--- src/rtl/jbt_pkg.sv ---
// Shared types, constants and helper functions for the JSON byte tokenizer.
// No dependencies; imported by every module and by the testbench.
package jbt_pkg;

  // Widths of the position counters and of the reported result fields.
  localparam int LINE_BITS    = 16;
  localparam int COLUMN_BITS  = 16;
  localparam int FIELD_BITS   = 16;
  localparam int RES_DEPTH    = 4;
  localparam int RES_PTR_BITS = $clog2(RES_DEPTH);

  typedef enum logic [2:0] {
    MODE_IDLE,
    MODE_KEYWORD,
    MODE_STRING,
    MODE_ESCAPE,
    MODE_NUMBER
  } lex_mode_t;

  typedef enum logic [1:0] {
    KW_TRUE,
    KW_FALSE,
    KW_NULL
  } keyword_t;

  typedef enum logic [3:0] {
    KIND_LBRACE,
    KIND_RBRACE,
    KIND_LBRACKET,
    KIND_RBRACKET,
    KIND_COLON,
    KIND_COMMA,
    KIND_TRUE,
    KIND_FALSE,
    KIND_NULL,
    KIND_STRING,
    KIND_NUMBER,
    KIND_END,
    KIND_ERROR
  } token_kind_t;

  typedef enum logic [1:0] {
    ERR_NONE,
    ERR_UNEXPECTED,
    ERR_UNTERMINATED
  } error_code_t;

  // One result as it travels from the lexer through the result queue.
  typedef struct packed {
    token_kind_t             kind;
    logic [FIELD_BITS-1:0]   line;
    logic [FIELD_BITS-1:0]   column;
    logic [FIELD_BITS-1:0]   length;
    error_code_t             err;
    logic                    last;
  } jbt_result_t;

  // Expected character of a keyword at a given position; zero past its end.
  function automatic logic [7:0] kw_char(keyword_t id, logic [2:0] pos);
    logic [7:0] c;
    c = 8'h00;
    case (id)
      KW_TRUE: begin
        case (pos)
          3'd0:    c = "t";
          3'd1:    c = "r";
          3'd2:    c = "u";
          3'd3:    c = "e";
          default: c = 8'h00;
        endcase
      end
      KW_FALSE: begin
        case (pos)
          3'd0:    c = "f";
          3'd1:    c = "a";
          3'd2:    c = "l";
          3'd3:    c = "s";
          3'd4:    c = "e";
          default: c = 8'h00;
        endcase
      end
      KW_NULL: begin
        case (pos)
          3'd0:    c = "n";
          3'd1:    c = "u";
          3'd2:    c = "l";
          3'd3:    c = "l";
          default: c = 8'h00;
        endcase
      end
      default: c = 8'h00;
    endcase
    return c;
  endfunction

  // Number of characters in a keyword.
  function automatic logic [2:0] kw_size(keyword_t id);
    logic [2:0] s;
    case (id)
      KW_FALSE: s = 3'd5;
      default:  s = 3'd4;
    endcase
    return s;
  endfunction

  // Clamp a line count to the reported field width.
  function automatic logic [FIELD_BITS-1:0] clamp_line(logic [LINE_BITS-1:0] v);
    logic [LINE_BITS+FIELD_BITS-1:0] w;
    logic [FIELD_BITS-1:0]           r;
    w = {{FIELD_BITS{1'b0}}, v};
    if (w > {{LINE_BITS{1'b0}}, {FIELD_BITS{1'b1}}}) begin
      r = '1;
    end else begin
      r = w[FIELD_BITS-1:0];
    end
    return r;
  endfunction

  // Clamp a column to the reported field width.
  function automatic logic [FIELD_BITS-1:0] clamp_col(logic [COLUMN_BITS-1:0] v);
    logic [COLUMN_BITS+FIELD_BITS-1:0] w;
    logic [FIELD_BITS-1:0]             r;
    w = {{FIELD_BITS{1'b0}}, v};
    if (w > {{COLUMN_BITS{1'b0}}, {FIELD_BITS{1'b1}}}) begin
      r = '1;
    end else begin
      r = w[FIELD_BITS-1:0];
    end
    return r;
  endfunction

  // Build a result with the last-of-run flag cleared.
  function automatic jbt_result_t mk_result(token_kind_t kind,
                                            logic [FIELD_BITS-1:0] line,
                                            logic [FIELD_BITS-1:0] column,
                                            logic [FIELD_BITS-1:0] length,
                                            error_code_t err);
    jbt_result_t r;
    r.kind   = kind;
    r.line   = line;
    r.column = column;
    r.length = length;
    r.err    = err;
    r.last   = 1'b0;
    return r;
  endfunction

endpackage

--- src/rtl/jbt_text_if.sv ---
// Request channel carrying one byte of document text per request.
// Depends on nothing; used by the tokenizer top level.
interface jbt_text_if;
  logic       valid;
  logic       ready;
  logic [7:0] text_byte;
  logic       end_of_document;

  modport source (output valid, output text_byte, output end_of_document, input ready);
  modport sink   (input valid, input text_byte, input end_of_document, output ready);
endinterface

--- src/rtl/jbt_token_if.sv ---
// Request channel carrying one token result per request.
// Depends on nothing; used by the tokenizer top level.
interface jbt_token_if;
  logic        valid;
  logic        ready;
  logic [3:0]  token_kind;
  logic [15:0] start_line;
  logic [15:0] start_column;
  logic [15:0] token_length;
  logic [1:0]  error_code;
  logic        last_of_run;

  modport source (output valid, output token_kind, output start_line, output start_column,
                  output token_length, output error_code, output last_of_run, input ready);
  modport sink   (input valid, input token_kind, input start_line, input start_column,
                  input token_length, input error_code, input last_of_run, output ready);
endinterface

--- src/rtl/jbt_lexer.sv ---
// Lexer state registers and the single-pass next-state and result logic.
// Depends on jbt_pkg; produces up to two results for each byte it consumes.
module jbt_lexer (
  input  logic                clk,
  input  logic                rst,
  input  logic                fire,
  input  logic [7:0]          text_byte,
  input  logic                end_of_document,
  output jbt_pkg::jbt_result_t res0,
  output jbt_pkg::jbt_result_t res1,
  output logic [1:0]          res_count
);
  import jbt_pkg::*;

  localparam logic [7:0] CH_LF        = 8'h0A;
  localparam logic [7:0] CH_TAB       = 8'h09;
  localparam logic [7:0] CH_CR        = 8'h0D;
  localparam logic [7:0] CH_SPACE     = 8'h20;
  localparam logic [7:0] CH_QUOTE     = 8'h22;
  localparam logic [7:0] CH_BACKSLASH = 8'h5C;
  localparam logic [7:0] CH_MINUS     = 8'h2D;
  localparam logic [7:0] CH_ZERO      = 8'h30;
  localparam logic [7:0] CH_NINE      = 8'h39;
  localparam logic [2:0] POS_LIMIT    = 3'd5;

  lex_mode_t               lex_mode, lex_mode_next;
  keyword_t                keyword_id, keyword_id_next;
  logic [2:0]              match_position, match_position_next;
  logic [COLUMN_BITS-1:0]  token_start_column, token_start_column_next;
  logic [LINE_BITS-1:0]    line_counter, line_counter_next;
  logic [COLUMN_BITS-1:0]  column_counter, column_counter_next;
  logic                    error_latched, error_latched_next;
  logic [FIELD_BITS-1:0]   tok_len, tok_len_next;

  logic [FIELD_BITS-1:0]   len_inc;
  logic [COLUMN_BITS-1:0]  col_inc;
  logic [LINE_BITS-1:0]    line_inc;
  logic [2:0]              pos_clamped;
  logic [2:0]              pos_inc;
  logic                    kw_match;
  logic                    is_digit;
  logic                    close_v;
  jbt_result_t             close_res;
  logic                    close_err;
  logic                    e0_v, e1_v;
  jbt_result_t             e0, e1;

  // Saturating increments and keyword comparison.
  assign len_inc     = (tok_len != '1) ? tok_len + 1'b1 : tok_len;
  assign col_inc     = (column_counter != '1) ? column_counter + 1'b1 : column_counter;
  assign line_inc    = (line_counter != '1) ? line_counter + 1'b1 : line_counter;
  assign pos_clamped = (match_position > POS_LIMIT) ? POS_LIMIT : match_position;
  assign pos_inc     = pos_clamped + 3'd1;
  assign kw_match    = (kw_char(keyword_id, pos_clamped) == text_byte) &&
                       (pos_clamped < kw_size(keyword_id));
  assign is_digit    = (text_byte >= CH_ZERO) && (text_byte <= CH_NINE);

  // What a line end or end of document does to a pending token.
  always_comb begin
    close_v   = 1'b0;
    close_err = 1'b0;
    close_res = mk_result(KIND_NUMBER, clamp_line(line_counter),
                          clamp_col(token_start_column), tok_len, ERR_NONE);
    case (lex_mode)
      MODE_NUMBER: begin
        close_v = 1'b1;
      end
      MODE_STRING, MODE_ESCAPE: begin
        close_v   = 1'b1;
        close_err = 1'b1;
        close_res = mk_result(KIND_ERROR, clamp_line(line_counter),
                              clamp_col(column_counter), tok_len, ERR_UNTERMINATED);
      end
      MODE_KEYWORD: begin
        close_v   = 1'b1;
        close_err = 1'b1;
        close_res = mk_result(KIND_ERROR, clamp_line(line_counter),
                              clamp_col(token_start_column), FIELD_BITS'(1), ERR_UNEXPECTED);
      end
      default: begin
        close_v = 1'b0;
      end
    endcase
  end

  // Next state and up to two results for the byte in the input register.
  always_comb begin
    lex_mode_next           = lex_mode;
    keyword_id_next         = keyword_id;
    match_position_next     = match_position;
    token_start_column_next = token_start_column;
    line_counter_next       = line_counter;
    column_counter_next     = column_counter;
    error_latched_next      = error_latched;
    tok_len_next            = tok_len;
    e0_v = 1'b0;
    e1_v = 1'b0;
    e0   = close_res;
    e1   = close_res;

    if (end_of_document) begin
      // Close what is pending, report the line count, then return to reset.
      e0_v = close_v && !error_latched;
      e1_v = 1'b1;
      e1   = mk_result(KIND_END, clamp_line(line_inc), '0, '0, ERR_NONE);
      lex_mode_next           = MODE_IDLE;
      keyword_id_next         = KW_TRUE;
      match_position_next     = '0;
      token_start_column_next = '0;
      line_counter_next       = '0;
      column_counter_next     = '0;
      error_latched_next      = 1'b0;
      tok_len_next            = '0;
    end else if (error_latched) begin
      // Everything is dropped until the document ends.
      e0_v = 1'b0;
    end else if (text_byte == CH_LF) begin
      e0_v                = close_v;
      error_latched_next  = close_err;
      lex_mode_next       = MODE_IDLE;
      line_counter_next   = line_inc;
      column_counter_next = '0;
    end else begin
      column_counter_next = col_inc;
      case (lex_mode)
        MODE_KEYWORD: begin
          match_position_next = '0;
          lex_mode_next       = MODE_IDLE;
          if (kw_match) begin
            if (pos_inc >= kw_size(keyword_id)) begin
              e0_v = 1'b1;
              e0   = mk_result(token_kind_t'(4'(KIND_TRUE) + 4'(keyword_id)),
                               clamp_line(line_counter), clamp_col(token_start_column),
                               FIELD_BITS'(kw_size(keyword_id)), ERR_NONE);
            end else begin
              match_position_next = pos_inc;
              lex_mode_next       = MODE_KEYWORD;
            end
          end else begin
            e0_v = 1'b1;
            e0   = mk_result(KIND_ERROR, clamp_line(line_counter),
                             clamp_col(token_start_column), FIELD_BITS'(1), ERR_UNEXPECTED);
            error_latched_next = 1'b1;
          end
        end
        MODE_STRING: begin
          tok_len_next = len_inc;
          if (text_byte == CH_BACKSLASH) begin
            lex_mode_next = MODE_ESCAPE;
          end else if (text_byte == CH_QUOTE) begin
            e0_v = 1'b1;
            e0   = mk_result(KIND_STRING, clamp_line(line_counter),
                             clamp_col(token_start_column), len_inc, ERR_NONE);
            lex_mode_next = MODE_IDLE;
          end
        end
        MODE_ESCAPE: begin
          tok_len_next  = len_inc;
          lex_mode_next = MODE_STRING;
        end
        default: begin
          if ((lex_mode == MODE_NUMBER) && is_digit) begin
            tok_len_next = len_inc;
          end else begin
            // A number ends here; the byte itself is then lexed from idle.
            e0_v          = (lex_mode == MODE_NUMBER);
            lex_mode_next = MODE_IDLE;
            e1 = mk_result(KIND_LBRACE, clamp_line(line_counter),
                           clamp_col(column_counter), FIELD_BITS'(1), ERR_NONE);
            case (text_byte)
              CH_SPACE, CH_TAB, CH_CR: begin
                e1_v = 1'b0;
              end
              "{": begin
                e1_v = 1'b1;
              end
              "}": begin
                e1_v    = 1'b1;
                e1.kind = KIND_RBRACE;
              end
              "[": begin
                e1_v    = 1'b1;
                e1.kind = KIND_LBRACKET;
              end
              "]": begin
                e1_v    = 1'b1;
                e1.kind = KIND_RBRACKET;
              end
              ":": begin
                e1_v    = 1'b1;
                e1.kind = KIND_COLON;
              end
              ",": begin
                e1_v    = 1'b1;
                e1.kind = KIND_COMMA;
              end
              "t", "f", "n": begin
                lex_mode_next           = MODE_KEYWORD;
                keyword_id_next         = (text_byte == "t") ? KW_TRUE :
                                          (text_byte == "f") ? KW_FALSE : KW_NULL;
                match_position_next     = 3'd1;
                token_start_column_next = column_counter;
              end
              CH_QUOTE: begin
                lex_mode_next           = MODE_STRING;
                token_start_column_next = column_counter;
                tok_len_next            = FIELD_BITS'(1);
              end
              default: begin
                if ((text_byte == CH_MINUS) || is_digit) begin
                  lex_mode_next           = MODE_NUMBER;
                  token_start_column_next = column_counter;
                  tok_len_next            = FIELD_BITS'(1);
                end else begin
                  e1_v               = 1'b1;
                  e1.kind            = KIND_ERROR;
                  e1.err             = ERR_UNEXPECTED;
                  error_latched_next = 1'b1;
                end
              end
            endcase
          end
        end
      endcase
    end
  end

  // Pack the results into the lowest slots and mark the final one.
  always_comb begin
    res0      = e0_v ? e0 : e1;
    res1      = e1;
    res_count = {1'b0, e0_v} + {1'b0, e1_v};
    if (res_count == 2'd2) begin
      res1.last = 1'b1;
    end else begin
      res0.last = 1'b1;
    end
  end

  // State registers advance only when a byte is consumed.
  always_ff @(posedge clk) begin
    if (rst) begin
      lex_mode           <= MODE_IDLE;
      keyword_id         <= KW_TRUE;
      match_position     <= '0;
      token_start_column <= '0;
      line_counter       <= '0;
      column_counter     <= '0;
      error_latched      <= 1'b0;
      tok_len            <= '0;
    end else if (fire) begin
      lex_mode           <= lex_mode_next;
      keyword_id         <= keyword_id_next;
      match_position     <= match_position_next;
      token_start_column <= token_start_column_next;
      line_counter       <= line_counter_next;
      column_counter     <= column_counter_next;
      error_latched      <= error_latched_next;
      tok_len            <= tok_len_next;
    end
  end

endmodule

--- src/rtl/jbt_result_queue.sv ---
// Small result queue that takes up to two results a cycle and gives one.
// Depends on jbt_pkg for the result type and depth.
module jbt_result_queue (
  input  logic                clk,
  input  logic                rst,
  input  logic [1:0]          push_count,
  input  jbt_pkg::jbt_result_t push0,
  input  jbt_pkg::jbt_result_t push1,
  input  logic                pop,
  output jbt_pkg::jbt_result_t head,
  output logic                not_empty,
  output logic                room2
);
  import jbt_pkg::*;

  jbt_result_t               entries [RES_DEPTH];
  logic [RES_PTR_BITS-1:0]   wr_ptr, rd_ptr;
  logic [RES_PTR_BITS:0]     count, count_next;
  logic [RES_PTR_BITS-1:0]   wr_ptr_plus;
  logic                      do_pop;

  assign not_empty   = (count != '0);
  assign room2       = (count <= (RES_PTR_BITS+1)'(RES_DEPTH - 2));
  assign head        = entries[rd_ptr];
  assign do_pop      = pop && not_empty;
  assign wr_ptr_plus = wr_ptr + 1'b1;
  assign count_next  = count + (RES_PTR_BITS+1)'(push_count) - (RES_PTR_BITS+1)'(do_pop);

  // Storage: first result at the write pointer, second right after it.
  always_ff @(posedge clk) begin
    if (push_count != 2'd0) begin
      entries[wr_ptr] <= push0;
    end
    if (push_count == 2'd2) begin
      entries[wr_ptr_plus] <= push1;
    end
  end

  // Pointers and fill count.
  always_ff @(posedge clk) begin
    if (rst) begin
      wr_ptr <= '0;
      rd_ptr <= '0;
      count  <= '0;
    end else begin
      wr_ptr <= wr_ptr + RES_PTR_BITS'(push_count);
      if (do_pop) begin
        rd_ptr <= rd_ptr + 1'b1;
      end
      count <= count_next;
    end
  end

endmodule

--- src/rtl/json_byte_tokenizer.sv ---
// Top level of the streaming JSON tokenizer: input register, lexer, result queue.
// Depends on jbt_pkg, jbt_text_if, jbt_token_if, jbt_lexer and jbt_result_queue.
//
//   Channel | Dir | Payload                                           | Handshake
//   --------+-----+---------------------------------------------------+-------------
//   text    | in  | text_byte, end_of_document                        | valid/ready
//   tokens  | out | token_kind, start_line, start_column,             | valid/ready
//           |     | token_length, error_code, last_of_run             |
//
// One byte is taken per cycle while ready is high. A byte is held in the input register
// and lexed from there; its results go into the result queue, whose head drives tokens.
// The lexer consumes a byte only when the four-entry queue has room for two results;
// it drains one result per cycle while tokens are taken, which sets the sustained rate.
// Synchronous reset returns all lexer state to idle at once; there is no clearing pass.
// A stalled output fills the queue, then the input register holds and ready falls.
module json_byte_tokenizer (
  input  logic        clk,
  input  logic        rst,
  jbt_text_if.sink    text,
  jbt_token_if.source tokens
);
  import jbt_pkg::*;

  logic         in_valid;
  logic [7:0]   in_byte;
  logic         in_eod;
  logic         fire;
  logic         room2;
  logic         not_empty;
  logic [1:0]   res_count;
  logic [1:0]   push_count;
  jbt_result_t  res0, res1, head;

  // The lexer consumes the registered byte when the queue can absorb its results.
  assign fire       = in_valid && room2;
  assign push_count = fire ? res_count : 2'd0;
  assign text.ready = !in_valid || fire;

  // Input register.
  always_ff @(posedge clk) begin
    if (rst) begin
      in_valid <= 1'b0;
    end else if (text.ready) begin
      in_valid <= text.valid;
    end
  end

  always_ff @(posedge clk) begin
    if (text.ready && text.valid) begin
      in_byte <= text.text_byte;
      in_eod  <= text.end_of_document;
    end
  end

  jbt_lexer u_lexer (
    .clk             (clk),
    .rst             (rst),
    .fire            (fire),
    .text_byte       (in_byte),
    .end_of_document (in_eod),
    .res0            (res0),
    .res1            (res1),
    .res_count       (res_count)
  );

  jbt_result_queue u_queue (
    .clk        (clk),
    .rst        (rst),
    .push_count (push_count),
    .push0      (res0),
    .push1      (res1),
    .pop        (tokens.ready),
    .head       (head),
    .not_empty  (not_empty),
    .room2      (room2)
  );

  // Result channel driven from the queue head.
  assign tokens.valid        = not_empty;
  assign tokens.token_kind   = head.kind;
  assign tokens.start_line   = head.line;
  assign tokens.start_column = head.column;
  assign tokens.token_length = head.length;
  assign tokens.error_code   = head.err;
  assign tokens.last_of_run  = head.last;

endmodule

--- src/flat_wrapper.sv ---
// flat-port wrapper written by rule: the top's interface ports become plain ports
module json_byte_tokenizer_flat import jbt_pkg::*;
  (clk, rst, text_valid, text_text_byte, text_end_of_document, text_ready, tokens_valid, tokens_token_kind, tokens_start_line, tokens_start_column, tokens_token_length, tokens_error_code, tokens_last_of_run, tokens_ready);
  jbt_text_if text_i ();
  jbt_token_if tokens_i ();
  input  logic clk;
  input  logic rst;
  input wire logic [$bits(text_i.valid)-1:0] text_valid;
  input wire logic [$bits(text_i.text_byte)-1:0] text_text_byte;
  input wire logic [$bits(text_i.end_of_document)-1:0] text_end_of_document;
  output wire logic [$bits(text_i.ready)-1:0] text_ready;
  output wire logic [$bits(tokens_i.valid)-1:0] tokens_valid;
  output wire logic [$bits(tokens_i.token_kind)-1:0] tokens_token_kind;
  output wire logic [$bits(tokens_i.start_line)-1:0] tokens_start_line;
  output wire logic [$bits(tokens_i.start_column)-1:0] tokens_start_column;
  output wire logic [$bits(tokens_i.token_length)-1:0] tokens_token_length;
  output wire logic [$bits(tokens_i.error_code)-1:0] tokens_error_code;
  output wire logic [$bits(tokens_i.last_of_run)-1:0] tokens_last_of_run;
  input wire logic [$bits(tokens_i.ready)-1:0] tokens_ready;
  assign text_i.valid = text_valid;
  assign text_i.text_byte = text_text_byte;
  assign text_i.end_of_document = text_end_of_document;
  assign text_ready = text_i.ready;
  assign tokens_valid = tokens_i.valid;
  assign tokens_token_kind = tokens_i.token_kind;
  assign tokens_start_line = tokens_i.start_line;
  assign tokens_start_column = tokens_i.start_column;
  assign tokens_token_length = tokens_i.token_length;
  assign tokens_error_code = tokens_i.error_code;
  assign tokens_last_of_run = tokens_i.last_of_run;
  assign tokens_i.ready = tokens_ready;
  json_byte_tokenizer u_core (.clk(clk), .rst(rst), .text(text_i), .tokens(tokens_i));
endmodule
--- config.mk ---
export PLATFORM = sky130hd
export DESIGN_NAME = json_byte_tokenizer_flat
export DESIGN_NICKNAME = d
export VERILOG_FILES = /design/src/rtl/jbt_pkg.sv /design/src/rtl/jbt_text_if.sv /design/src/rtl/jbt_token_if.sv /design/src/rtl/jbt_lexer.sv /design/src/rtl/jbt_result_queue.sv /design/src/rtl/json_byte_tokenizer.sv /design/src/flat_wrapper.sv
export SDC_FILE = /design/constraint.sdc
export NUM_CORES = 1
export LEC_CHECK = 0
export BUFFER_PORTS_ARGS = -buffer_cell sky130_fd_sc_hd__buf_2
export CAP_MARGIN = 10
export CORE_ASPECT_RATIO = 0.6
export CORE_UTILIZATION = 35
export CTS_BUF_LIST = sky130_fd_sc_hd__clkbuf_8
export DETAILED_ROUTE_END_ITERATION = 10
export HOLD_SLACK_MARGIN = 0.1
export PLACE_DENSITY = 0.51
export SLEW_MARGIN = 30
export SYNTH_ARGS = -nofsm -noshare
export SYNTH_HDL_FRONTEND = slang
export SYNTH_SLANG_ARGS = --single-unit
--- constraint.sdc ---
create_clock -name clk -period 8.3 [get_ports clk]
set_input_delay 1.245 -clock clk [delete_from_list [all_inputs] [get_ports clk]]
set_output_delay 1.245 -clock clk [all_outputs]
set_load 0.02 [all_outputs]
# Yosys cells after proc, flatten, opt, wreduce, memory -nomap -nowiden

Memory sizes are Yosys's and may differ from the RTL's. A register that Yosys moved wholly into a read port is not among the register bits.
Index checks and enable logic that the tools add are counted.

Flip-flop bits (word level): 90
Bits in writable memories: 220
Bits of input ports: 13
Output and inout bits: 57
Logic and storage cells: 229
Memories kept: 1

Memories:

| memory                 | depth | bits a word | rd ports | clocked after Yosys merged registers in | wr ports | RTL line               | text |
|---|---|---|---|---|---|---|---|
| u_core.u_queue.entries | 4     | 55          | 1        | 1                                       | 2        | jbt_result_queue.sv:16 | `jbt_result_t entries [RES_DEPTH];` |

Add/sub/neg operators: 11
Order comparisons: 6
Equality and inequality tests: 43
Mux-type cells: 114
Reduce and logical (&&, ||, !) cells: 40

Operators by type and width:

| operator              | count |
|---|---|
| $mux 55               | 13 |
| $mux 16               | 20 |
| $pmux 55 s2           | 1 |
| $pmux 54 s2           | 1 |
| $pmux 16 s2           | 3 |
| $eq 8x7->1 const B    | 8 |
| $mux 3                | 20 |
| $add 16x1->16 const B | 3 |
| $ne 16x16->1 const B  | 3 |
| $eq 8x6->1 const B    | 5 |
| $pmux 7 s5            | 1 |
| $mux 1                | 33 |
| $pmux 7 s4            | 1 |
| $eq 8x4->1 const B    | 3 |
| $pmux 4 s6            | 1 |
| $pmux 8 s3            | 1 |
| $mux 2                | 11 |
| $pmux 7 s3            | 1 |
| $pmux 3 s3            | 2 |
| $reduce_and 6->1      | 3 |
| $ne 2x1->1 const B    | 7 |
| $reduce_or 13->1      | 1 |
| $eq 3x2->1 const B    | 4 |
| $reduce_bool 3->1     | 4 |
| 44 further kinds      | 64 |

# Depth between registers and ports, before layout

Gate-level depths: netlist of run 1.

Depth after elaboration: 25
Depth in mapped cells: 23
Depth with buffers taken out: 19

# By module

A second synthesis of run 1 with hierarchy kept.

Cells, all modules: 1513
Area total of the unflattened synthesis: 18307.6 µm²

By module, submodules not included:

| module              | instances | cells an instance | area each (µm²) |
|---|---|---|---|
| jbt_result_queue    | 1         | 582               | 11731.3 |
| jbt_lexer           | 1         | 914               | 6228.5 |
| json_byte_tokenizer | 1         | 17                | 347.8 |

# Worst setup path after synthesis of run 1

No wires, ideal clock.

Path kind: register to register
Start point: register u_core.u_lexer.match_position[2]
End point: memory u_core.u_queue.entries[3][0] in the netlist's numbering (enable)
Setup time: 0.547 ns
Data arrival time: 7.122 ns
Required time: 7.753 ns
Slack: 0.631 ns
Cell stages (with the launch flop): 18
Clock period less this slack: 7.669 ns
Cells stage by stage: dfxtp_1 -> clkbuf_2 -> buf_2 -> nand3b_1 -> inv_1 -> ha_1 -> a22oi_1 -> xnor2_1 -> nand3_1 -> o31a_4 -> o21ai_4 -> buf_6 -> inv_2 -> ha_1 -> clkbuf_1 -> nor2b_1 -> a21oi_1 -> nor3b_1

RTL lines:

| what                   | RTL line               | text |
|---|---|---|
| from (decl)            | jbt_lexer.sv:28        | `logic [2:0] match_position, match_position_next;` |
| from (signal assigned) | jbt_lexer.sv:254       | `match_position <= match_position_next;` |
| to (decl)              | jbt_result_queue.sv:16 |  |

==> results of run 1 <==
cell families (layout without fill, tap and decap cells):
| family | after synthesis | after routing | synth area share [%] |
|---|---|---|---|
| compound gates | 360 | 360 | 15.4 |
| buf+inv | 158 | 207 | 3.91 |
| simple gates | 513 | 513 | 15.1 |
| flops | 312 | 312 | 51.5 |
| fa+ha+maj | 12 | 12 | 0.950 |
| xor+xnor | 72 | 72 | 3.80 |
| mux | 85 | 85 | 9.33 |
layout by cell type, fill, tap and decap left out, drive strengths merged, types with 12 or more instances in the layout:
| cell type | n |
|---|---|
| a21oi | 86 |
| a22o | 98 |
| a31oi | 23 |
| and2 | 18 |
| and3 | 18 |
| buf | 95 |
| clkbuf | 54 |
| clkinv | 14 |
| dfxtp | 83 |
| edfxtp | 229 |
| inv | 43 |
| mux2i | 22 |
| mux4 | 55 |
| nand2 | 169 |
| nand3 | 53 |
| nand4 | 28 |
| nor2 | 104 |
| nor3 | 31 |
| nor4 | 14 |
| o21ai | 73 |
| or3 | 12 |
| xnor2 | 32 |
| xor2 | 40 |
worst max-delay path by stage:
stage	start	end	slack (ns)
detailed placement	u_core.u_lexer.keyword_id[0]$_SDFFE_PP0P_	u_core.u_queue.entries[3][24]$_DFFE_PP_	1.92
floorplan	u_core.u_lexer.match_position[2]$_SDFFE_PP0P_	u_core.u_queue.entries[3][0]$_DFFE_PP_	0.63
CTS	u_core.u_lexer.keyword_id[0]$_SDFFE_PP0P_	u_core.u_queue.entries[3][22]$_DFFE_PP_	1.93
global placement	u_core.u_lexer.keyword_id[0]$_SDFFE_PP0P_	u_core.u_queue.entries[3][24]$_DFFE_PP_	2.08
finish	u_core.u_lexer.keyword_id[0]$_SDFFE_PP0P_	u_core.u_queue.entries[2][31]$_DFFE_PP_	1.90
global route	u_core.u_lexer.keyword_id[0]$_SDFFE_PP0P_	u_core.u_queue.entries[2][31]$_DFFE_PP_	1.53
worst max-delay path, stage by stage (launching register included):
cell,delay [ns]
dfxtp_1,0.68
nor4b_1,0.36
a211oi_2,0.07
xnor2_1,0.14
or4b_4,0.54
o31a_4,0.44
o21ai_4,0.50
inv_2,0.18
ha_1,0.45
nor2b_1,0.31
nand4b_1,0.71
and2_1,0.47
a21boi_1,0.14
buf_4,0.25
o22ai_2,0.77
a22o_1,0.24
routing by layer:
layer	part of all wire [%]	GRT usage, %	vias to the layer above	wire length, µm
met5	0	0	-	0
met4	1.8	4.94	0	895
li1	-	-	5729	-
met2	39	27.1	483	19100
met3	8.9	5.15	71	4320
met1	50	31.2	6138	24400
layout make-up:
| class | count | area [µm²] | area share (%) |
|---|---|---|---|
| sequential | 312 | 8540 | 46.4 |
| clock buffer | 54 | 743 | 4.03 |
| inverter | 21 | 78.8 | 0.428 |
| tap | 630 | 788 | 4.28 |
| clock inverter | 37 | 189 | 1.03 |
| timing repair buffer | 95 | 581 | 3.15 |
| multi-input combinational | 1042 | 7500 | 40.7 |
where the power goes:
part	total, mW	leakage, nW	internal [mW]	switching [mW]
Combinational	0.852	3.11	0.337	0.515
Clock	1.28	0.551	0.633	0.644
Sequential	1.83	2.84	1.74	0.0828
sequential cells by signal, indices dropped and copies added (netlist names), named ones only:
register,flops
u_core.u_lexer.keyword_id,2
u_core.u_queue.wr_ptr,2
u_core.u_lexer.tok_len,16
u_core.u_queue.rd_ptr,2
u_core.in_byte,8
u_core.in_valid,1
u_core.in_eod,1
u_core.u_queue.entries,220
u_core.u_lexer.error_latched,1
u_core.u_lexer.lex_mode,3
u_core.u_lexer.token_start_column,16
u_core.u_lexer.line_counter,16
u_core.u_queue.count,3
u_core.u_lexer.column_counter,16
u_core.u_lexer.match_position,3
through the flow:
| stage | worst slack, ns | cells | hold slack (ns) | cell area [µm²] | utilization [%] |
|---|---|---|---|---|---|
| 2_1_floorplan | 0.631 | 1512 | 0.471 | 16600 | - |
| 3_3_place_gp | 2.08 | 2097 | 0.487 | 17400 | 37.3 |
| 3_5_place_dp | 1.92 | 2099 | 0.496 | 17400 | 37.5 |
| 4_1_cts | 1.93 | 2190 | 0.504 | 18400 | 39.5 |
| 5_1_grt | 1.53 | 2191 | 0.524 | 18400 | 39.6 |
| 6_report | 1.90 | 2191 | 0.507 | 18400 | 39.6 |
==> results.json, run 1 <==
{
  "path_class": "register to register",
  "synthFlopType": "edfxtp_1",
  "insertedDiodeCount": 0,
  "grt_remaining_overflow": 0,
  "io_buffer_count": 69,
  "synth_area_leader_cell": "edfxtp_1",
  "hold_path.class": "register to register",
  "syn_nets": 1537,
  "rrSetupSlack_ns": 1.90,
  "p_leak_nw": 6.50,
  "setup_viol_count_final": 0,
  "nets": 1547,
  "clockBufferDepth": 3,
  "synth_area_leaders": "edfxtp_1 (41%), dfxtp_1 (10%), mux4_2 (7.5%), a22o_1 (5.2%), nand2_1 (3.8%)",
  "avgViaCountPerCell": 5.67,
  "routed_wirelength_um": 48700,
  "timing.max_cap.violations": 0,
  "clk_pin_slew_worst_paths_ns": 0.06,
  "synth.top_cell.area_share_pct": 41.4,
  "cts_sinks": 312,
  "drc": 0,
  "synth-edff-count": 229,
  "synthCells": 1512,
  "drt_pass1_iterations": 5,
  "n_fill_cell": 4498,
  "num_rows": 61,
  "initial_core_util_pct": 35.6,
  "tns_ns": 0,
  "worst_pin_slew_ns": 1.03,
  "timing.rr.end": "u_core.u_queue.entries[2][31]$_DFFE_PP_",
  "ir_worst_vdd_v": 0.000100,
  "whs_endpoint": "u_core.u_lexer.token_start_column[9]$_SDFFE_PP0P_",
  "status": "complete, no violations",
  "startpoint_type": "register",
  "numCtsBuffers": 50,
  "ys_warn_count": 0,
  "dieWidth_um": 283,
  "hold_buffers": 0,
  "grtUsageTotal_pct": 20.1,
  "drt_iter0_markers": 1434,
  "worstHoldStart": "u_core.u_lexer.token_start_column[9]$_SDFFE_PP0P_",
  "min_path_cells": 2,
  "powerDensity_nw_per_um2": 215,
  "avgRoutedWirePerCell_um": 22.2,
  "drv_slew": 0,
  "via_count": 12400,
  "synth_common_cells": "edfxtp_1 (229), nand2_1 (169), nor2_1 (104)",
  "r2r_start": "u_core.u_lexer.keyword_id[0]$_SDFFE_PP0P_",
  "ctsResizeCount": 0,
  "grt_pass1_vias": 12000,
  "rsz0062_at_grt": "false",
  "clock_latency_ns": 0.63,
  "relSlewSlack_pct": 31.0,
  "finalCritPeriodShare_pct": 77.2,
  "syn_to_final_growth_pct": 11.0,
  "htreeDepth": 2,
  "clock.fmax_ghz": 0.156,
  "synth_area_um2": 16600,
  "grt_max_degree": 56,
  "rr_worst_depth": 15,
  "required_ns": 8.77,
  "dieArea_um2": 48300,
  "async_flop_share_pct": 0,
  "fin_skew_ns": 0.0542,
  "post_cts_buffers": 0,
  "ys_seq_area_share_pct": 51.5,
  "core-area_um2": 46600,
  "power_mw": 3.96,
  "grt_pass1_wl_um": 74600,
  "worstPathArrival_ns": 6.87,
  "yosysUniqueCellTypes": 80,
  "place.gp.congestion": 0.890,
  "dpl.hpwl_um": 31900,
  "antenna_found_initial": 0,
  "avgSynthCellArea_um2": 11.0,
  "yosysMostFrequentCell": "edfxtp_1",
  "final_hold_viol_count": 0,
  "cts_tree": "yes",
  "io_pins": 70,
  "ys_ff_latch": 312,
  "drive_gt1_share_pct": 16.5,
  "die-height_um": 171,
  "ant_nets": 0,
  "path_max_fanout": 17,
  "cts_root_buf": "clkbuf_8",
  "cp-end-kind": "register",
  "period_needed_ns": 6.40
}
Note: power is estimated with default switching activity, not from simulation.
==> run 2: changes to the inputs <==
--- a/config.mk
+++ b/config.mk
@@ -12,7 +12,7 @@
 export CTS_BUF_LIST = sky130_fd_sc_hd__clkbuf_8
 export DETAILED_ROUTE_END_ITERATION = 10
 export HOLD_SLACK_MARGIN = 0.1
-export PLACE_DENSITY = 0.51
+export PLACE_DENSITY = 0.53
 export SLEW_MARGIN = 30
 export SYNTH_ARGS = -nofsm -noshare
 export SYNTH_HDL_FRONTEND = slang
==> constraint.sdc (replaced) <==
create_clock -name clk -period 5.15 [get_ports clk]
set_input_delay 0.7725 -clock clk [delete_from_list [all_inputs] [get_ports clk]]
set_output_delay 0.7725 -clock clk [all_outputs]
set_load 0.02 [all_outputs]
==> run 2 against run 1 <==
Setup slack worse by 1.6 ns. Die area unchanged. First-iteration DRC count down 5.4%. Clock skew is 0.031 ns lower. Highest routed layer unchanged. Clock-buffer cell count decreased by 2. Utilization rose by 0.33 points. Sequential share of layout area decreased by 0.38 points. Largest power group unchanged. Non-clock buffer count rose by 18. Critical endpoint is now u_core.u_queue.entries[3][36]$_DFFE_PP_. Worst hold slack lost 0.15 ns. Global-route usage barely moved. Critical path type unchanged. Combinational power is 63% higher.
==> results.json, run 2 (synthesis results as in run 1) <==
{
  "layout_setup_ws_ns": 0.343,
  "final_common_cell": "edfxtp_1",
  "place.gp.congestion": 0.927,
  "path_class": "register to register",
  "p_int_mw": 4.41,
  "crit_start": "u_core.u_lexer.keyword_id[0]$_SDFFE_PP0P_",
  "grtUsageTotal_pct": 20.1,
  "syn_to_final_growth_pct": 12.0,
  "drt_iter0_markers": 1357,
  "timing.hold.ws_ns": 0.356,
  "r2r_start": "u_core.u_lexer.keyword_id[0]$_SDFFE_PP0P_",
  "status": "complete, no violations",
  "post_cts_buffers": 0,
  "clock_latency_ns": 0.60,
  "fin_skew_ns": 0.0237,
  "timing.rr.end": "u_core.u_queue.entries[3][36]$_DFFE_PP_",
  "io_pins": 70,
  "sw_frac_of_total_pct": 31.2,
  "numCtsBuffers": 50,
  "powerDensity_nw_per_um2": 346,
  "period_needed_ns": 4.81,
  "num_rows": 61,
  "grt_pass1_vias": 11900,
  "power_frac_seq_pct": 46.1,
  "die-height_um": 171,
  "initial_core_util_pct": 35.6,
  "core-area_um2": 46600,
  "avgRoutedWirePerCell_um": 22.2,
  "setup_viol_count_final": 0,
  "rrSetupSlack_ns": 0.34,
  "relSlewSlack_pct": 22.8,
  "worstPathArrival_ns": 5.16,
  "placed_area_um2": 17600,
  "rr_worst_depth": 15,
  "rsz0062_at_grt": "false",
  "clockBufferDepth": 3,
  "power.switching_mw": 2.01,
  "power_mw": 6.42,
  "drive_gt1_share_pct": 17.8,
  "clock_power_share_pct": 32.2,
  "grt_pass1_wl_um": 74600,
  "io_buffer_count": 69,
  "drc": 0,
  "final_hold_viol_count": 0,
  "avgViaCountPerCell": 5.68,
  "dieArea_um2": 48300,
  "cp-end-kind": "register",
  "cts_sinks": 312,
  "grt_max_degree": 42,
  "required_ns": 5.50,
  "final_cell_mix": "edfxtp_1 (229), nand2_1 (169), nor2_1 (103)",
  "drt_pass1_iterations": 6,
  "drv_slew": 0,
  "top_register": "u_core.u_queue.entries",
  "final_area_um2": 18600,
  "insertedDiodeCount": 0,
  "dieWidth_um": 283,
  "antenna_found_initial": 0,
  "combinationalPowerShare_pct": 21.7,
  "clk_pin_slew_worst_paths_ns": 0.06,
  "worst_pin_slew_ns": 1.15,
  "p_leak_nw": 6.61,
  "routed_wirelength_um": 49200,
  "clock.fmax_ghz": 0.208,
  "finalCritPeriodShare_pct": 93.3,
  "dpl.hpwl_um": 32900,
  "ir_worst_vdd_v": 0.000155,
  "htreeDepth": 2,
  "via_count": 12500,
  "cts_tree": "yes",
  "startpoint_type": "register",
  "cts_root_buf": "clkbuf_8",
  "ant_nets": 0,
  "path_max_fanout": 15,
  "nets": 1565,
  "hold_path.class": "primary input to register",
  "min_path_cells": 1,
  "pre_cts_ws_ns": 0.333,
  "worstHoldStart": "text_text_byte[1]",
  "timing.max_cap.violations": 0,
  "largest_reg_flops": 220,
  "whs_endpoint": "u_core.in_byte[1]$_DFFE_PP_",
  "grt_remaining_overflow": 0
}
run 2: cell count changes in the layout (fill, tap and decap cells not counted), sizes merged:
| cell | change |
|---|---|
| buf | +18 |
| inv | -3 |
| clkinv | +5 |
| bufinv | +1 |
| clkbuf | -2 |
run 2: power by group through the flow:
stage / combinational, mW / clock (mW) / sequential (mW)
after floorplan: 1.02 / 0 / 2.90
after global placement: 1.35 / 0 / 3.06
after detailed placement: 1.41 / 0 / 3.02
after CTS: 1.41 / 2.12 / 2.96
after global routing: 1.49 / 2.22 / 2.98
final: 1.39 / 2.07 / 2.96
run 2: cell type report:
type | instances | area, µm²
Tap cell | 630 | 788
Inverter | 21 | 78.8
Clock buffer | 52 | 716
Multi-Input combinational cell | 1042 | 7530
Clock inverter | 40 | 220
Timing Repair Buffer | 113 | 701
Fill cell | 4500 | 28000
Sequential cell | 312 | 8540
run 2: repair_timing:
| item | CTS | global route |
|---|---|---|
| endpoints found under the setup margin | 0 | 20 |
| hold buffers | 0 | 0 |
| resized for setup | 0 | 1 |
run 2: how the worst max path moves through the flow:
| stage | endpoint | cells after the start |
|---|---|---|
| floorplan | u_core.u_queue.entries[3][0]$_DFFE_PP_ | 17 |
| global placement | u_core.u_queue.entries[3][24]$_DFFE_PP_ | 14 |
| detailed placement | u_core.u_queue.entries[0][20]$_DFFE_PP_ | 14 |
| CTS | u_core.u_queue.entries[2][34]$_DFFE_PP_ | 14 |
| global route | u_core.u_queue.entries[3][36]$_DFFE_PP_ | 15 |
| finish | u_core.u_queue.entries[3][36]$_DFFE_PP_ | 15 |
run 2: metal layers:
metal | part of all wire [%] | vias up | global-route usage [%]
li1 | - | 5770 | -
met5 | 0 | - | 0
met1 | 50 | 6222 | 31.1
met4 | 1.4 | 0 | 4.07
met3 | 8.5 | 54 | 4.39
met2 | 40 | 496 | 28.2
run 2: stage by stage:
stage | util, % | setup TNS (ns) | instances
floorplan | - | -61.97 | 1512
global placement | 37.7 | 0 | 2117
detailed placement | 37.8 | 0 | 2118
CTS | 39.8 | 0 | 2210
global route | 39.9 | 0 | 2210
finish | 39.9 | 0 | 2210
run 2: critical path, stage by stage, from the launching register on:
cell	delay (ns)
dfxtp_1	0.65
nor4b_1	0.36
a211oi_2	0.07
xnor2_1	0.13
or4b_4	0.53
o31a_4	0.43
o21ai_4	0.16
inv_2	0.09
ha_1	0.41
nor2b_1	0.32
nand4b_1	0.16
and2_1	0.22
a21boi_1	0.17
buf_4	0.30
nor2_1	0.20
mux2_2	0.35
==> run 3: changes to the inputs <==
--- a/config.mk
+++ b/config.mk
@@ -12,8 +12,8 @@
 export CTS_BUF_LIST = sky130_fd_sc_hd__clkbuf_8
 export DETAILED_ROUTE_END_ITERATION = 10
 export HOLD_SLACK_MARGIN = 0.1
+export MAX_ROUTING_LAYER = met4
 export PLACE_DENSITY = 0.53
-export SLEW_MARGIN = 30
 export SYNTH_ARGS = -nofsm -noshare
 export SYNTH_HDL_FRONTEND = slang
 export SYNTH_SLANG_ARGS = --single-unit
==> run 3 against run 2 <==
Clock skew is 0.00062 ns lower. Combinational power is essentially flat. Clock power decreased by 3%. First-iteration DRC count up 20%.
==> results.json, run 3 (synthesis results as in run 1) <==
{
  "worstPathCellList": "nand2b_1 -> o211a_1 -> nor4_1 -> or4b_4 -> o31a_4 -> o21ai_4 -> inv_2 -> ha_1 -> nor2b_1 -> and4_1 -> nor2_1 -> a21boi_2 -> o22ai_4 -> a22o_1",
  "clockBufferDepth": 3,
  "grt_pass1_wl_um": 75400,
  "via_count": 12600,
  "instances_no_fill": 2214,
  "clk_pin_slew_worst_paths_ns": 0.06,
  "setup_viol_count_final": 0,
  "drive_gt1_share_pct": 17.6,
  "period_needed_ns": 4.87,
  "rsz0062_at_grt": "false",
  "grt_max_degree": 33,
  "clock.fmax_ghz": 0.205,
  "cts_tree": "yes",
  "htreeDepth": 2,
  "finalCritPeriodShare_pct": 94.5,
  "post-route-util_pct": 39.8,
  "relSlewSlack_pct": 22.9,
  "power.switching_mw": 2.00,
  "largest_reg_flops": 220,
  "cp_slowest_cell": "dfxtp_1",
  "antenna_found_initial": 0,
  "status": "complete, no violations",
  "timing.rr.end": "u_core.u_queue.entries[0][30]$_DFFE_PP_",
  "clock_power_share_pct": 31.7,
  "hold_buffers": 0,
  "ant_nets": 0,
  "insertedDiodeCount": 0,
  "critPathMaxStageDelay_ns": 0.66,
  "timing.max_cap.violations": 0,
  "startpoint_type": "register",
  "top_register": "u_core.u_queue.entries",
  "whs_endpoint": "u_core.in_eod$_DFFE_PP_",
  "rrSetupSlack_ns": 0.28,
  "power_mw": 6.35,
  "grtUsageTotal_pct": 20.8,
  "required_ns": 5.49,
  "final_cell_mix": "edfxtp_1 (229), nand2_1 (169), nor2_1 (103)",
  "path_max_fanout": 17,
  "layout_setup_ws_ns": 0.283,
  "routed_wirelength_um": 48700,
  "hold_path.class": "primary input to register",
  "grt_remaining_overflow": 0,
  "dieArea_um2": 48300,
  "timing.hold.ws_ns": 0.354,
  "avgRoutedWirePerCell_um": 22.0,
  "dpl.hpwl_um": 32600,
  "r2r_start": "u_core.u_lexer.match_position[0]$_SDFFE_PP0P_",
  "dp_cells": 2118,
  "fin_skew_ns": 0.0230,
  "combinationalPowerShare_pct": 21.7,
  "min_path_cells": 1,
  "clock_latency_ns": 0.60,
  "rr_worst_depth": 14,
  "placed_area_um2": 17600,
  "path_class": "register to register",
  "dieWidth_um": 283,
  "final_common_cell": "edfxtp_1",
  "nets": 1568,
  "worst_pin_slew_ns": 1.14,
  "power_frac_seq_pct": 46.6,
  "io_buffer_count": 69,
  "worstPathArrival_ns": 5.21,
  "place.gp.congestion": 0.944,
  "syn_to_final_growth_pct": 11.6,
  "cts_root_buf": "clkbuf_8",
  "cp-end-kind": "register",
  "numCtsBuffers": 51,
  "critPathBufInv": 1,
  "final_hold_viol_count": 0,
  "avgViaCountPerCell": 5.68,
  "powerDensity_nw_per_um2": 343,
  "final_area_um2": 18500,
  "worstHoldStart": "text_end_of_document",
  "p_int_mw": 4.35,
  "sw_frac_of_total_pct": 31.5,
  "critPathTopFamily": "compound AO/OA/AOI/OAI gates",
  "core-area_um2": 46600,
  "drt_iter0_markers": 1635,
  "ir_worst_vdd_v": 0.000135,
  "tns_ns": 0,
  "drc": 0,
  "drt_pass1_iterations": 7,
  "pre_cts_ws_ns": 0.362,
  "drv_slew": 0,
  "initial_core_util_pct": 35.6,
  "cts_sinks": 312,
  "grt_pass1_vias": 12100,
  "die-height_um": 171,
  "num_rows": 61,
  "p_leak_nw": 6.62,
  "io_pins": 70
}
[run 3: per-layer routing]
layer	track usage, %	vias to the layer above	share of wire (%)
met4	4.86	0	1.7
li1	-	5772	-
met1	31.5	6238	50
met5	-	-	0
met3	5.05	68	8.9
met2	27.4	493	40
[run 3: how the worst max path moves through the flow]
stage	cells after the start	start	slack (ns)	end
floorplan	17	u_core.u_lexer.match_position[2]$_SDFFE_PP0P_	-0.60	u_core.u_queue.entries[3][0]$_DFFE_PP_
global placement	14	u_core.in_byte[4]$_DFFE_PP_	0.45	u_core.u_queue.entries[1][36]$_DFFE_PP_
detailed placement	13	u_core.in_byte[4]$_DFFE_PP_	0.36	u_core.u_queue.entries[3][29]$_DFFE_PP_
CTS	13	u_core.in_byte[4]$_DFFE_PP_	0.35	u_core.u_queue.entries[3][20]$_DFFE_PP_
global route	16	u_core.u_lexer.match_position[2]$_SDFFE_PP0P_	0.06	u_core.u_queue.entries[0][30]$_DFFE_PP_
finish	14	u_core.u_lexer.match_position[0]$_SDFFE_PP0P_	0.28	u_core.u_queue.entries[0][30]$_DFFE_PP_
[run 3: layout make-up]
type / count / area, µm²
clock buffers: 55 / 757
clock inverters: 39 / 161
fillers: 4557 / 28000
inverters: 21 / 78.8
multi-input cells: 1042 / 7490
flip-flops and latches: 312 / 8540
well taps: 630 / 788
repair buffers: 115 / 704
[run 3: what timing repair did]
| action | CTS | global route |
|---|---|---|
| resized for setup | 0 | 3 |
| buffers inserted | 0 | 0 |
| setup endpoints to repair | 0 | 42 |
[run 3: power groups by stage]
stage | clock, mW | combinational (mW) | sequential, mW
global route | 2.17 | 1.48 | 2.98
CTS | 2.07 | 1.39 | 2.96
floorplan | 0 | 1.02 | 2.90
global placement | 0 | 1.39 | 3.01
finish | 2.01 | 1.38 | 2.96
detailed placement | 0 | 1.39 | 3.02
